==> config.mk <==
export PLATFORM = sky130hd
export DESIGN_NAME = wheel_slowdown_mode_supervisor
export DESIGN_NICKNAME = d
export VERILOG_FILES = /design/src/hw/rtl/wsms_pkg.sv /design/src/hw/rtl/wsms_mac.sv /design/src/hw/rtl/wheel_slowdown_mode_supervisor.sv
export SDC_FILE = /design/constraint.sdc
export NUM_CORES = 2
export LEC_CHECK = 0
export BUFFER_PORTS_ARGS = -buffer_cell sky130_fd_sc_hd__buf_2
export CAP_MARGIN = 10
export CORE_MARGIN = 8
export CORE_UTILIZATION = 51
export DETAILED_ROUTE_END_ITERATION = 8
export PLACE_DENSITY = 0.67
export SETUP_SLACK_MARGIN = 0.05
export SLEW_MARGIN = 20
export SYNTH_ARGS = -nofsm -noshare
export SYNTH_HDL_FRONTEND = slang
export SYNTH_SLANG_ARGS = --single-unit
export TNS_END_PERCENT = 100
==> constraint.sdc <==
create_clock -name i_clk -period 11.2 [get_ports i_clk]
set_input_delay 1.12 -clock i_clk [delete_from_list [all_inputs] [get_ports i_clk]]
set_output_delay 1.12 -clock i_clk [all_outputs]
set_load 0.005 [all_outputs]
==> src/hw/rtl/wsms_pkg.sv <==
// Shared types and constants of the wheel slowdown mode supervisor.
// No dependencies.
package wsms_pkg;

    localparam int TICKS_PER_SECOND_DEF = 10;

    localparam int SPEED_W     = 16;
    localparam int RATIO_W     = 16;
    localparam int ACC_W       = 32;
    localparam int CNT_W       = 16;
    localparam int CFG_W       = 32;
    localparam int CFG_IDX_W   = 3;
    localparam int RATIO_FRAC  = 12;
    localparam int FILT_SHIFT  = 16;

    // multiplier operand taken four bits a cycle
    localparam int DIGIT_W     = 4;
    localparam int N_DIGITS    = RATIO_W / DIGIT_W;
    localparam int DIGIT_CNT_W = $clog2(N_DIGITS);

    localparam logic [RATIO_W-1:0] SLOW_RATIO_RST    = 16'd2048;
    localparam logic [RATIO_W-1:0] RECOVER_RATIO_RST = 16'd3686;
    localparam logic [RATIO_W-1:0] FILTER_WEIGHT_RST = 16'd6554;
    localparam logic [CNT_W-1:0]   COUNT_LIMIT_RST   = 16'd10;

    typedef enum logic [CFG_IDX_W-1:0] {
        CFG_SLOW_RATIO    = 3'd0,
        CFG_RECOVER_RATIO = 3'd1,
        CFG_FILTER_WEIGHT = 3'd2,
        CFG_ACCEL_THR     = 3'd3,
        CFG_SLOW_LIMIT    = 3'd4,
        CFG_RECOVER_LIMIT = 3'd5,
        CFG_NORMAL_CRUISE = 3'd6,
        CFG_SLOW_CRUISE   = 3'd7
    } t_cfg_idx;

    typedef enum logic [2:0] {
        S_IDLE,
        S_DIFF,
        S_MUL,
        S_FILT,
        S_DEC
    } t_state;

    typedef struct packed {
        logic load;
        logic step;
    } t_mac_ctrl;

endpackage

==> src/hw/rtl/wsms_mac.sv <==
// Digit-serial signed-by-unsigned multiplier lane, MSB digit first.
// Depends on wsms_pkg.
module wsms_mac
    import wsms_pkg::*;
#(
    parameter int MCAND_W = SPEED_W
) (
    input  logic                                i_clk,
    input  t_mac_ctrl                           i_ctrl,
    input  logic signed [MCAND_W-1:0]           i_mcand,
    input  logic        [RATIO_W-1:0]           i_mult,
    output logic signed [MCAND_W+RATIO_W-1:0]   o_prod
);

    localparam int PROD_W = MCAND_W + RATIO_W;
    localparam int PP_W   = MCAND_W + DIGIT_W + 1;

    logic signed [MCAND_W-1:0] r_mcand;
    logic        [RATIO_W-1:0] r_mult;
    logic signed [PROD_W-1:0]  r_acc;
    logic signed [PROD_W-1:0]  n_acc;
    logic        [DIGIT_W-1:0] w_digit;
    logic signed [PP_W-1:0]    w_pp;

    assign w_digit = r_mult[RATIO_W-1 -: DIGIT_W];
    assign w_pp    = r_mcand * $signed({1'b0, w_digit});
    assign n_acc   = (r_acc <<< DIGIT_W) + {{(PROD_W-PP_W){w_pp[PP_W-1]}}, w_pp};

    always_ff @(posedge i_clk) begin
        if (i_ctrl.load) begin
            r_mcand <= i_mcand;
            r_mult  <= i_mult;
            r_acc   <= '0;
        end else if (i_ctrl.step) begin
            r_mult  <= r_mult << DIGIT_W;
            r_acc   <= n_acc;
        end
    end

    assign o_prod = r_acc;

endmodule

==> src/hw/rtl/wheel_slowdown_mode_supervisor.sv <==
// Wheel slowdown mode supervisor: top level, sequencer, filters and mode logic.
// Depends on wsms_pkg and wsms_mac (four digit-serial multiplier lanes).
//
//  channel   | handshake                 | payload
//  ----------+---------------------------+-------------------------------------------
//  input     | i_in_valid / o_in_stall   | left/right speed, left/right target
//  output    | o_out_valid / i_out_stall | slow_mode, cruise_speed, reset_integrals
//  config    | i_cfg_we                  | i_cfg_index, i_cfg_data
//
// A request goes through accept, operand set-up, four multiply digits,
// filter/counter update and mode decision, in that order.
// The result sits in an output register; the next request is taken as soon as
// the decision is done, and the decision waits only if a result is still stalled.
// Reset is synchronous, active low: registers to defaults, state to zero, normal mode.
module wheel_slowdown_mode_supervisor
    import wsms_pkg::*;
#(
    parameter int TICKS_PER_SECOND = TICKS_PER_SECOND_DEF
) (
    input  logic                       i_clk,
    input  logic                       i_rst_n,
    // configuration
    input  logic                       i_cfg_we,
    input  logic [CFG_IDX_W-1:0]       i_cfg_index,
    input  logic [CFG_W-1:0]           i_cfg_data,
    // requests in
    input  logic                       i_in_valid,
    output logic                       o_in_stall,
    input  logic signed [SPEED_W-1:0]  i_left_speed,
    input  logic signed [SPEED_W-1:0]  i_right_speed,
    input  logic signed [SPEED_W-1:0]  i_left_target,
    input  logic signed [SPEED_W-1:0]  i_right_target,
    // results out
    output logic                       o_out_valid,
    input  logic                       i_out_stall,
    output logic                       o_slow_mode,
    output logic signed [SPEED_W-1:0]  o_cruise_speed,
    output logic                       o_reset_integrals
);

    // widths of the acceleration path
    localparam int TPS_W   = $clog2(TICKS_PER_SECOND + 1);
    localparam int DSPD_W  = SPEED_W + 1;
    localparam int ACCEL_W = DSPD_W + TPS_W;
    localparam int FDIFF_W = ACC_W + 1;
    localparam int FPROD_W = FDIFF_W + RATIO_W;
    localparam int TPROD_W = SPEED_W + RATIO_W;

    localparam logic [TPS_W-1:0]          TPS_U      = TPS_W'(TICKS_PER_SECOND);
    localparam logic signed [FPROD_W-1:0] FILT_ROUND = FPROD_W'(2 ** (FILT_SHIFT - 1));
    localparam logic [DIGIT_CNT_W-1:0]    DIGIT_LAST = DIGIT_CNT_W'(N_DIGITS - 1);

    // saturate a filter sum (two guard bits) to the accumulator range
    function automatic logic signed [ACC_W-1:0] sat_acc(input logic signed [ACC_W+1:0] v);
        logic signed [ACC_W-1:0] res;
        if ((v[ACC_W+1] == v[ACC_W]) && (v[ACC_W] == v[ACC_W-1])) begin
            res = v[ACC_W-1:0];
        end else if (v[ACC_W+1]) begin
            res = {1'b1, {(ACC_W-1){1'b0}}};
        end else begin
            res = {1'b0, {(ACC_W-1){1'b1}}};
        end
        return res;
    endfunction

    function automatic logic [CNT_W-1:0] sat_inc(input logic [CNT_W-1:0] c);
        return (c != '1) ? c + 1'b1 : c;
    endfunction

    // ---------------------------------------------------------------- config
    logic        [RATIO_W-1:0] r_slow_ratio;
    logic        [RATIO_W-1:0] r_recover_ratio;
    logic        [RATIO_W-1:0] r_filter_weight;
    logic signed [ACC_W-1:0]   r_accel_thr;
    logic        [CNT_W-1:0]   r_slow_limit;
    logic        [CNT_W-1:0]   r_recover_limit;
    logic signed [SPEED_W-1:0] r_normal_cruise;
    logic signed [SPEED_W-1:0] r_slow_cruise;

    always_ff @(posedge i_clk) begin
        if (!i_rst_n) begin
            r_slow_ratio    <= SLOW_RATIO_RST;
            r_recover_ratio <= RECOVER_RATIO_RST;
            r_filter_weight <= FILTER_WEIGHT_RST;
            r_accel_thr     <= '0;
            r_slow_limit    <= COUNT_LIMIT_RST;
            r_recover_limit <= COUNT_LIMIT_RST;
            r_normal_cruise <= '0;
            r_slow_cruise   <= '0;
        end else if (i_cfg_we) begin
            unique case (t_cfg_idx'(i_cfg_index))
                CFG_SLOW_RATIO:    r_slow_ratio    <= i_cfg_data[RATIO_W-1:0];
                CFG_RECOVER_RATIO: r_recover_ratio <= i_cfg_data[RATIO_W-1:0];
                CFG_FILTER_WEIGHT: r_filter_weight <= i_cfg_data[RATIO_W-1:0];
                CFG_ACCEL_THR:     r_accel_thr     <= i_cfg_data[ACC_W-1:0];
                CFG_SLOW_LIMIT:    r_slow_limit    <= i_cfg_data[CNT_W-1:0];
                CFG_RECOVER_LIMIT: r_recover_limit <= i_cfg_data[CNT_W-1:0];
                CFG_NORMAL_CRUISE: r_normal_cruise <= i_cfg_data[SPEED_W-1:0];
                CFG_SLOW_CRUISE:   r_slow_cruise   <= i_cfg_data[SPEED_W-1:0];
                default: ;
            endcase
        end
    end

    // ---------------------------------------------------------------- sequencer
    t_state                   r_state;
    t_state                   n_state;
    logic [DIGIT_CNT_W-1:0]   r_digit;
    t_mac_ctrl                w_mac_ctrl;
    logic                     w_accept;
    logic                     w_dec_go;
    logic                     r_out_valid;

    assign o_in_stall = (r_state != S_IDLE);
    assign w_accept   = i_in_valid && !o_in_stall;
    // decision may only retire once the output register is free
    assign w_dec_go   = (r_state == S_DEC) && (!r_out_valid || !i_out_stall);

    always_ff @(posedge i_clk) begin
        if (!i_rst_n) begin
            r_state <= S_IDLE;
            r_digit <= '0;
        end else begin
            r_state <= n_state;
            r_digit <= (r_state == S_MUL) ? r_digit + 1'b1 : '0;
        end
    end

    always_comb begin
        n_state    = r_state;
        w_mac_ctrl = '0;
        unique case (r_state)
            S_IDLE: begin
                if (w_accept) begin
                    n_state = S_DIFF;
                end
            end
            S_DIFF: begin
                w_mac_ctrl.load = 1'b1;
                n_state         = S_MUL;
            end
            S_MUL: begin
                w_mac_ctrl.step = 1'b1;
                if (r_digit == DIGIT_LAST) begin
                    n_state = S_FILT;
                end
            end
            S_FILT: begin
                n_state = S_DEC;
            end
            S_DEC: begin
                if (w_dec_go) begin
                    n_state = S_IDLE;
                end
            end
            default: n_state = S_IDLE;
        endcase
    end

    // ---------------------------------------------------------------- request capture
    // r_left_speed/r_right_speed double as the previous-tick speeds.
    logic signed [SPEED_W-1:0] r_left_speed;
    logic signed [SPEED_W-1:0] r_right_speed;
    logic signed [SPEED_W-1:0] r_left_target;
    logic signed [SPEED_W-1:0] r_right_target;
    logic signed [ACCEL_W-1:0] r_accel_l;
    logic signed [ACCEL_W-1:0] r_accel_r;
    logic signed [DSPD_W-1:0]  w_dspd_l;
    logic signed [DSPD_W-1:0]  w_dspd_r;
    logic signed [ACCEL_W-1:0] w_accel_l;
    logic signed [ACCEL_W-1:0] w_accel_r;

    assign w_dspd_l  = {i_left_speed[SPEED_W-1], i_left_speed}
                     - {r_left_speed[SPEED_W-1], r_left_speed};
    assign w_dspd_r  = {i_right_speed[SPEED_W-1], i_right_speed}
                     - {r_right_speed[SPEED_W-1], r_right_speed};
    assign w_accel_l = w_dspd_l * $signed({1'b0, TPS_U});
    assign w_accel_r = w_dspd_r * $signed({1'b0, TPS_U});

    always_ff @(posedge i_clk) begin
        if (!i_rst_n) begin
            r_left_speed  <= '0;
            r_right_speed <= '0;
        end else if (w_accept) begin
            r_left_speed  <= i_left_speed;
            r_right_speed <= i_right_speed;
        end
    end

    always_ff @(posedge i_clk) begin
        if (w_accept) begin
            r_left_target  <= i_left_target;
            r_right_target <= i_right_target;
            r_accel_l      <= w_accel_l;
            r_accel_r      <= w_accel_r;
        end
    end

    // ---------------------------------------------------------------- multiplier lanes
    // Targets scaled by the ratio of the current mode; filter step is w * (a - f).
    logic signed [ACC_W-1:0]   r_filt_l;
    logic signed [ACC_W-1:0]   r_filt_r;
    logic        [RATIO_W-1:0] w_ratio;
    logic signed [FDIFF_W-1:0] w_fdiff_l;
    logic signed [FDIFF_W-1:0] w_fdiff_r;
    logic signed [TPROD_W-1:0] w_tprod_l;
    logic signed [TPROD_W-1:0] w_tprod_r;
    logic signed [FPROD_W-1:0] w_fprod_l;
    logic signed [FPROD_W-1:0] w_fprod_r;
    logic                      r_mode_slow;

    assign w_ratio   = r_mode_slow ? r_recover_ratio : r_slow_ratio;
    assign w_fdiff_l = {{(FDIFF_W-ACCEL_W){r_accel_l[ACCEL_W-1]}}, r_accel_l}
                     - {r_filt_l[ACC_W-1], r_filt_l};
    assign w_fdiff_r = {{(FDIFF_W-ACCEL_W){r_accel_r[ACCEL_W-1]}}, r_accel_r}
                     - {r_filt_r[ACC_W-1], r_filt_r};

    wsms_mac #(.MCAND_W(SPEED_W)) u_mac_tl (
        .i_clk   (i_clk),
        .i_ctrl  (w_mac_ctrl),
        .i_mcand (r_left_target),
        .i_mult  (w_ratio),
        .o_prod  (w_tprod_l)
    );

    wsms_mac #(.MCAND_W(SPEED_W)) u_mac_tr (
        .i_clk   (i_clk),
        .i_ctrl  (w_mac_ctrl),
        .i_mcand (r_right_target),
        .i_mult  (w_ratio),
        .o_prod  (w_tprod_r)
    );

    wsms_mac #(.MCAND_W(FDIFF_W)) u_mac_fl (
        .i_clk   (i_clk),
        .i_ctrl  (w_mac_ctrl),
        .i_mcand (w_fdiff_l),
        .i_mult  (r_filter_weight),
        .o_prod  (w_fprod_l)
    );

    wsms_mac #(.MCAND_W(FDIFF_W)) u_mac_fr (
        .i_clk   (i_clk),
        .i_ctrl  (w_mac_ctrl),
        .i_mcand (w_fdiff_r),
        .i_mult  (r_filter_weight),
        .o_prod  (w_fprod_r)
    );

    // ---------------------------------------------------------------- filter and counters
    logic signed [TPROD_W-1:0] w_lhs_l;
    logic signed [TPROD_W-1:0] w_lhs_r;
    logic                      w_cnt_cond;
    logic signed [FPROD_W-1:0] w_fsum_l;
    logic signed [FPROD_W-1:0] w_fsum_r;
    logic signed [FDIFF_W-1:0] w_fstep_l;
    logic signed [FDIFF_W-1:0] w_fstep_r;
    logic signed [ACC_W+1:0]   w_fnew_l;
    logic signed [ACC_W+1:0]   w_fnew_r;
    logic        [CNT_W-1:0]   r_slowing;
    logic        [CNT_W-1:0]   r_recovered;
    logic                      r_cond;

    // speed scaled up by the ratio's fraction bits, compared exactly
    assign w_lhs_l = {{(TPROD_W-SPEED_W-RATIO_FRAC){r_left_speed[SPEED_W-1]}},
                      r_left_speed, {RATIO_FRAC{1'b0}}};
    assign w_lhs_r = {{(TPROD_W-SPEED_W-RATIO_FRAC){r_right_speed[SPEED_W-1]}},
                      r_right_speed, {RATIO_FRAC{1'b0}}};

    // slow mode: both wheels recovered; normal mode: either wheel slowing
    assign w_cnt_cond = r_mode_slow ? ((w_lhs_l > w_tprod_l) && (w_lhs_r > w_tprod_r))
                                    : ((w_lhs_l < w_tprod_l) || (w_lhs_r < w_tprod_r));

    // round half up, then floor shift
    assign w_fsum_l  = w_fprod_l + FILT_ROUND;
    assign w_fsum_r  = w_fprod_r + FILT_ROUND;
    assign w_fstep_l = w_fsum_l[FPROD_W-1:FILT_SHIFT];
    assign w_fstep_r = w_fsum_r[FPROD_W-1:FILT_SHIFT];
    assign w_fnew_l  = {{2{r_filt_l[ACC_W-1]}}, r_filt_l}
                     + {w_fstep_l[FDIFF_W-1], w_fstep_l};
    assign w_fnew_r  = {{2{r_filt_r[ACC_W-1]}}, r_filt_r}
                     + {w_fstep_r[FDIFF_W-1], w_fstep_r};

    always_ff @(posedge i_clk) begin
        if (!i_rst_n) begin
            r_filt_l    <= '0;
            r_filt_r    <= '0;
            r_slowing   <= '0;
            r_recovered <= '0;
            r_cond      <= 1'b0;
        end else if (r_state == S_FILT) begin
            r_filt_l <= sat_acc(w_fnew_l);
            r_filt_r <= sat_acc(w_fnew_r);
            r_cond   <= w_cnt_cond;
            // each counter only moves in its own mode, never cleared on a change
            if (r_mode_slow) begin
                r_recovered <= w_cnt_cond ? sat_inc(r_recovered) : '0;
            end else begin
                r_slowing   <= w_cnt_cond ? sat_inc(r_slowing) : '0;
            end
        end
    end

    // ---------------------------------------------------------------- mode decision
    logic                      w_blocked;
    logic                      w_to_slow;
    logic                      w_to_normal;
    logic                      w_change;
    logic signed [SPEED_W-1:0] w_new_cruise;
    logic                      w_pulse;
    logic signed [SPEED_W-1:0] r_cruise;
    logic                      r_out_slow;
    logic signed [SPEED_W-1:0] r_out_cruise;
    logic                      r_out_pulse;

    // both filtered accelerations above threshold hold off slow mode
    assign w_blocked    = (r_filt_l > r_accel_thr) && (r_filt_r > r_accel_thr);
    assign w_to_slow    = !r_mode_slow && !w_blocked && (r_slowing > r_slow_limit) && r_cond;
    assign w_to_normal  = r_mode_slow && (r_recovered > r_recover_limit);
    assign w_change     = w_to_slow || w_to_normal;
    assign w_new_cruise = w_to_slow ? r_slow_cruise : r_normal_cruise;
    // integral reset only when the change lowers the cruise speed
    assign w_pulse      = w_change && (r_cruise > w_new_cruise);

    always_ff @(posedge i_clk) begin
        if (!i_rst_n) begin
            r_mode_slow <= 1'b0;
            r_cruise    <= '0;
        end else if (w_dec_go && w_change) begin
            r_mode_slow <= !r_mode_slow;
            r_cruise    <= w_new_cruise;
        end
    end

    always_ff @(posedge i_clk) begin
        if (!i_rst_n) begin
            r_out_valid <= 1'b0;
        end else if (w_dec_go) begin
            r_out_valid <= 1'b1;
        end else if (!i_out_stall) begin
            r_out_valid <= 1'b0;
        end
    end

    always_ff @(posedge i_clk) begin
        if (w_dec_go) begin
            r_out_slow   <= w_change ? !r_mode_slow : r_mode_slow;
            r_out_cruise <= w_change ? w_new_cruise : r_cruise;
            r_out_pulse  <= w_pulse;
        end
    end

    assign o_out_valid       = r_out_valid;
    assign o_slow_mode       = r_out_slow;
    assign o_cruise_speed    = r_out_cruise;
    assign o_reset_integrals = r_out_pulse;

endmodule

==> results.sh <==
export IMPL_status="finished, final reports clean"
export IMPL_drtIter0Drc=3130
export IMPL_setup_tns_ps=0
export IMPL_final_cell_mix="nand2_1 (888), ha_1 (755), inv_1 (748)"
export IMPL_synth_edf_count=220
export IMPL_rows=125
export IMPL_crit_path_start_kind="flip-flop"
export IMPL_drive_above_1_share=0.0519
export IMPL_die_y_um=357
export IMPL_endpoint_kind="flip-flop"
export IMPL_syn_cell_area_um2=59200
export IMPL_fin_util=0.553
export IMPL_slowest_stage="edfxtp_1"
export IMPL_highest_layer="met4"
export IMPL_crit_type="flip-flop to flip-flop"
export IMPL_gr_usage_all_layers=0.232
export IMPL_detail_route_wirelength_um=151000
export IMPL_slew_viol_final=0
export IMPL_peakVddDrop_uv=163
export IMPL_met3WireLength_um=7220
export IMPL_syn_avg_cell_area_um2=8.46
export IMPL_fin_skew_ps=51.4
export IMPL_worstPathMaxFanout=35
export IMPL_maxCapViolCount=0
export IMPL_finalInstanceArea_um2=64000
export IMPL_cts_tree="yes"
export IMPL_cpPeakStageDelay_ps=1060
export IMPL_io_buffers=123
export IMPL_vias=48600
export IMPL_die_area_um2=127000
export IMPL_met2WireLength_um=69600
export IMPL_dpl_hpwl_um=115000
export IMPL_fillCellCount=10800
export IMPL_rsz0062_at_grt="false"
export IMPL_min_period_ps=8850
export IMPL_multi_input_area_um2=39800
export IMPL_seq_area_um2=15800
export IMPL_first_pass_iters=6
export IMPL_synth_cell_types=98
export IMPL_required_ps=11720
export IMPL_layout_commonest_cell="nand2_1"
export IMPL_htree_levels=3
export IMPL_syn_nets=8069
export IMPL_antenna_found_initial=7
export IMPL_period_share=0.791
export IMPL_postCtsHoldBufs=0
export IMPL_slew_headroom=0.223
export IMPL_grt_pass1_vias=46900
export IMPL_postRouteAntennaNets=0
export IMPL_finalHoldViolCount=0
export IMPL_post_place_ws_ps=2610
export IMPL_area_growth_pct=8.07
export IMPL_wl_per_cell_um=17.5
export IMPL_fin_ws_ps=2350
export IMPL_post_cts_repair_setup_buffers=0
export IMPL_gp_congestion=0.948
export IMPL_synth_seq_cells=678
export IMPL_dpl_cell_area_um2=61200
export IMPL_cp_num_buf_inv=3
export IMPL_ys_flop_type="dfxtp_1"
export IMPL_start_util=0.512
export IMPL_crit_family="compound AO/OA/AOI/OAI gates"
export IMPL_setup_viol=0
export IMPL_grt_pass1_wl_um=244000
export IMPL_grt_overflow=0
export IMPL_drc=0
export IMPL_crit_top_cell="o21ai_0"
export IMPL_grt_max_degree=105
export IMPL_ios=124
export IMPL_cts_root_buf="clkbuf_16"
export IMPL_synthArstFlopShare=0
export IMPL_hp_class="flip-flop to flip-flop"
export IMPL_arrival_ps=9370
export IMPL_clock_path_buffers=3
export IMPL_core_area_um2=116000
export IMPL_yosysSeqAreaShare=0.266
export IMPL_synth_warnings=0
export IMPL_via_per_inst=5.64
export IMPL_cts_sinks=678
export IMPL_cellPowerDensity_nw_per_um2=243
export IMPL_finalNetCount=8094
export IMPL_met1_length_um=69000
export IMPL_cts_reportedPaths_clkPinSlew_ps=60
export IMPL_die_x_um=357
export IMPL_cts_resized=0
export IMPL_clk_latency_ps=700
export IMPL_syn_inst=6998
export IMPL_leakage_nw=29.4
export IMPL_cts_buffers=84
export IMPL_fmax_ghz=0.113
export IMPL_tightest_slew_ps=1150
synthesized netlist by cell type (8+ instances only):
master	instances	share of area
fa_1	212	0.072
nand2b_1	65	0.0069
a21oi_1	493	0.042
nor2_1	306	0.019
or2_2	9	0.00095
buf_2	15	0.0013
o2111ai_1	10	0.0015
nand3_1	124	0.010
a221oi_1	20	0.0030
and3_1	45	0.0048
buf_1	17	0.0011
edfxtp_1	220	0.11
a211oi_1	60	0.0076
clkbuf_1	171	0.011
clkbuf_2	15	0.0013
or3_1	28	0.0030
and4_1	13	0.0019
o21bai_1	65	0.0082
a31oi_1	37	0.0039
o221a_2	15	0.0029
a21o_1	266	0.034
o21ai_1	15	0.0013
mux2i_1	51	0.0086
nor3_1	84	0.0071
nand4_1	79	0.0083
o211ai_1	37	0.0047
a211o_1	9	0.0013
xor2_1	130	0.019
and2_1	317	0.033
o21ai_0	342	0.029
o31ai_1	26	0.0033
nand2_1	889	0.056
xnor2_1	309	0.046
ha_1	755	0.16
dfxtp_1	458	0.15
nor3b_1	8	0.0010
nor2b_1	71	0.0075
o22ai_1	21	0.0022
inv_1	751	0.048
nor4_1	15	0.0016
a22o_1	24	0.0035
a21boi_0	184	0.023
o21a_1	77	0.0098
cells by family (layout without fill, tap and decap cells):
kind of cell,after synthesis,after routing,share of synthesized area
compound gates,1800,1800,0.198
fa+ha+maj,967,967,0.231
flops,678,678,0.266
other cells,0,2,0
buf+inv,971,1065,0.0623
xor+xnor,441,441,0.0657
simple gates,2088,2088,0.168
mux,53,53,0.00900
path summary, 6_finish.rpt:
kind	startpoint	end	slack (ps)	cells past startpoint
max	u_mac_fr.r_mult[15]	u_mac_fl.o_prod[47]	2350	27
min	r_left_target[10]	u_mac_tl.r_mcand[10]	420	0
max reg2reg	u_mac_fr.r_mult[15]	u_mac_fl.o_prod[47]	2350	27
min reg2reg	r_left_target[10]	u_mac_tl.r_mcand[10]	420	0
layer usage:
layer  global-route usage  vias up
met3               0.0282      245
met1                0.309    23100
met5                    0        -
met4               0.0725        0
li1                     -    24200
met2                0.392      988
sequential cells by signal (all words and copies together) (netlist names), 20 cells and up:
| signal | cells |
|---|---|
| r_accel_l | 20 |
| r_accel_r | 20 |
| r_accel_thr | 32 |
| r_filt_l | 32 |
| r_filt_r | 32 |
| u_mac_fl.o_prod | 49 |
| u_mac_fl.r_mcand | 33 |
| u_mac_fr.o_prod | 49 |
| u_mac_fr.r_mcand | 33 |
| u_mac_tl.o_prod | 32 |
| u_mac_tr.o_prod | 32 |
per-stage QoR:
stage          total power, mW  instances  hold slack [ps]
2_1_floorplan             10.8       6998              397
3_3_place_gp              12.6       8461              401
3_5_place_dp              12.7       8461              405
4_1_cts                   15.6       8616              419
5_1_grt                   16.9       8616              421
6_report                  15.5       8618              415
area by class of cell:
cell class | count | area share
Antenna cell | 2 | 0.0000782
Clock buffer | 128 | 0.0379
Clock inverter | 27 | 0.00545
Inverter | 751 | 0.0442
Multi-Input combinational cell | 5349 | 0.622
Sequential cell | 678 | 0.246
Tap cell | 1524 | 0.0298
Timing Repair Buffer | 159 | 0.0139
power breakdown:
group	total, mW	internal [mW]	switching [mW]
sequential	3.43	3.02	0.414
combinational	9.35	4.00	5.35
clock	2.75	1.58	1.16
Note: power is estimated with default switching activity, not from simulation.
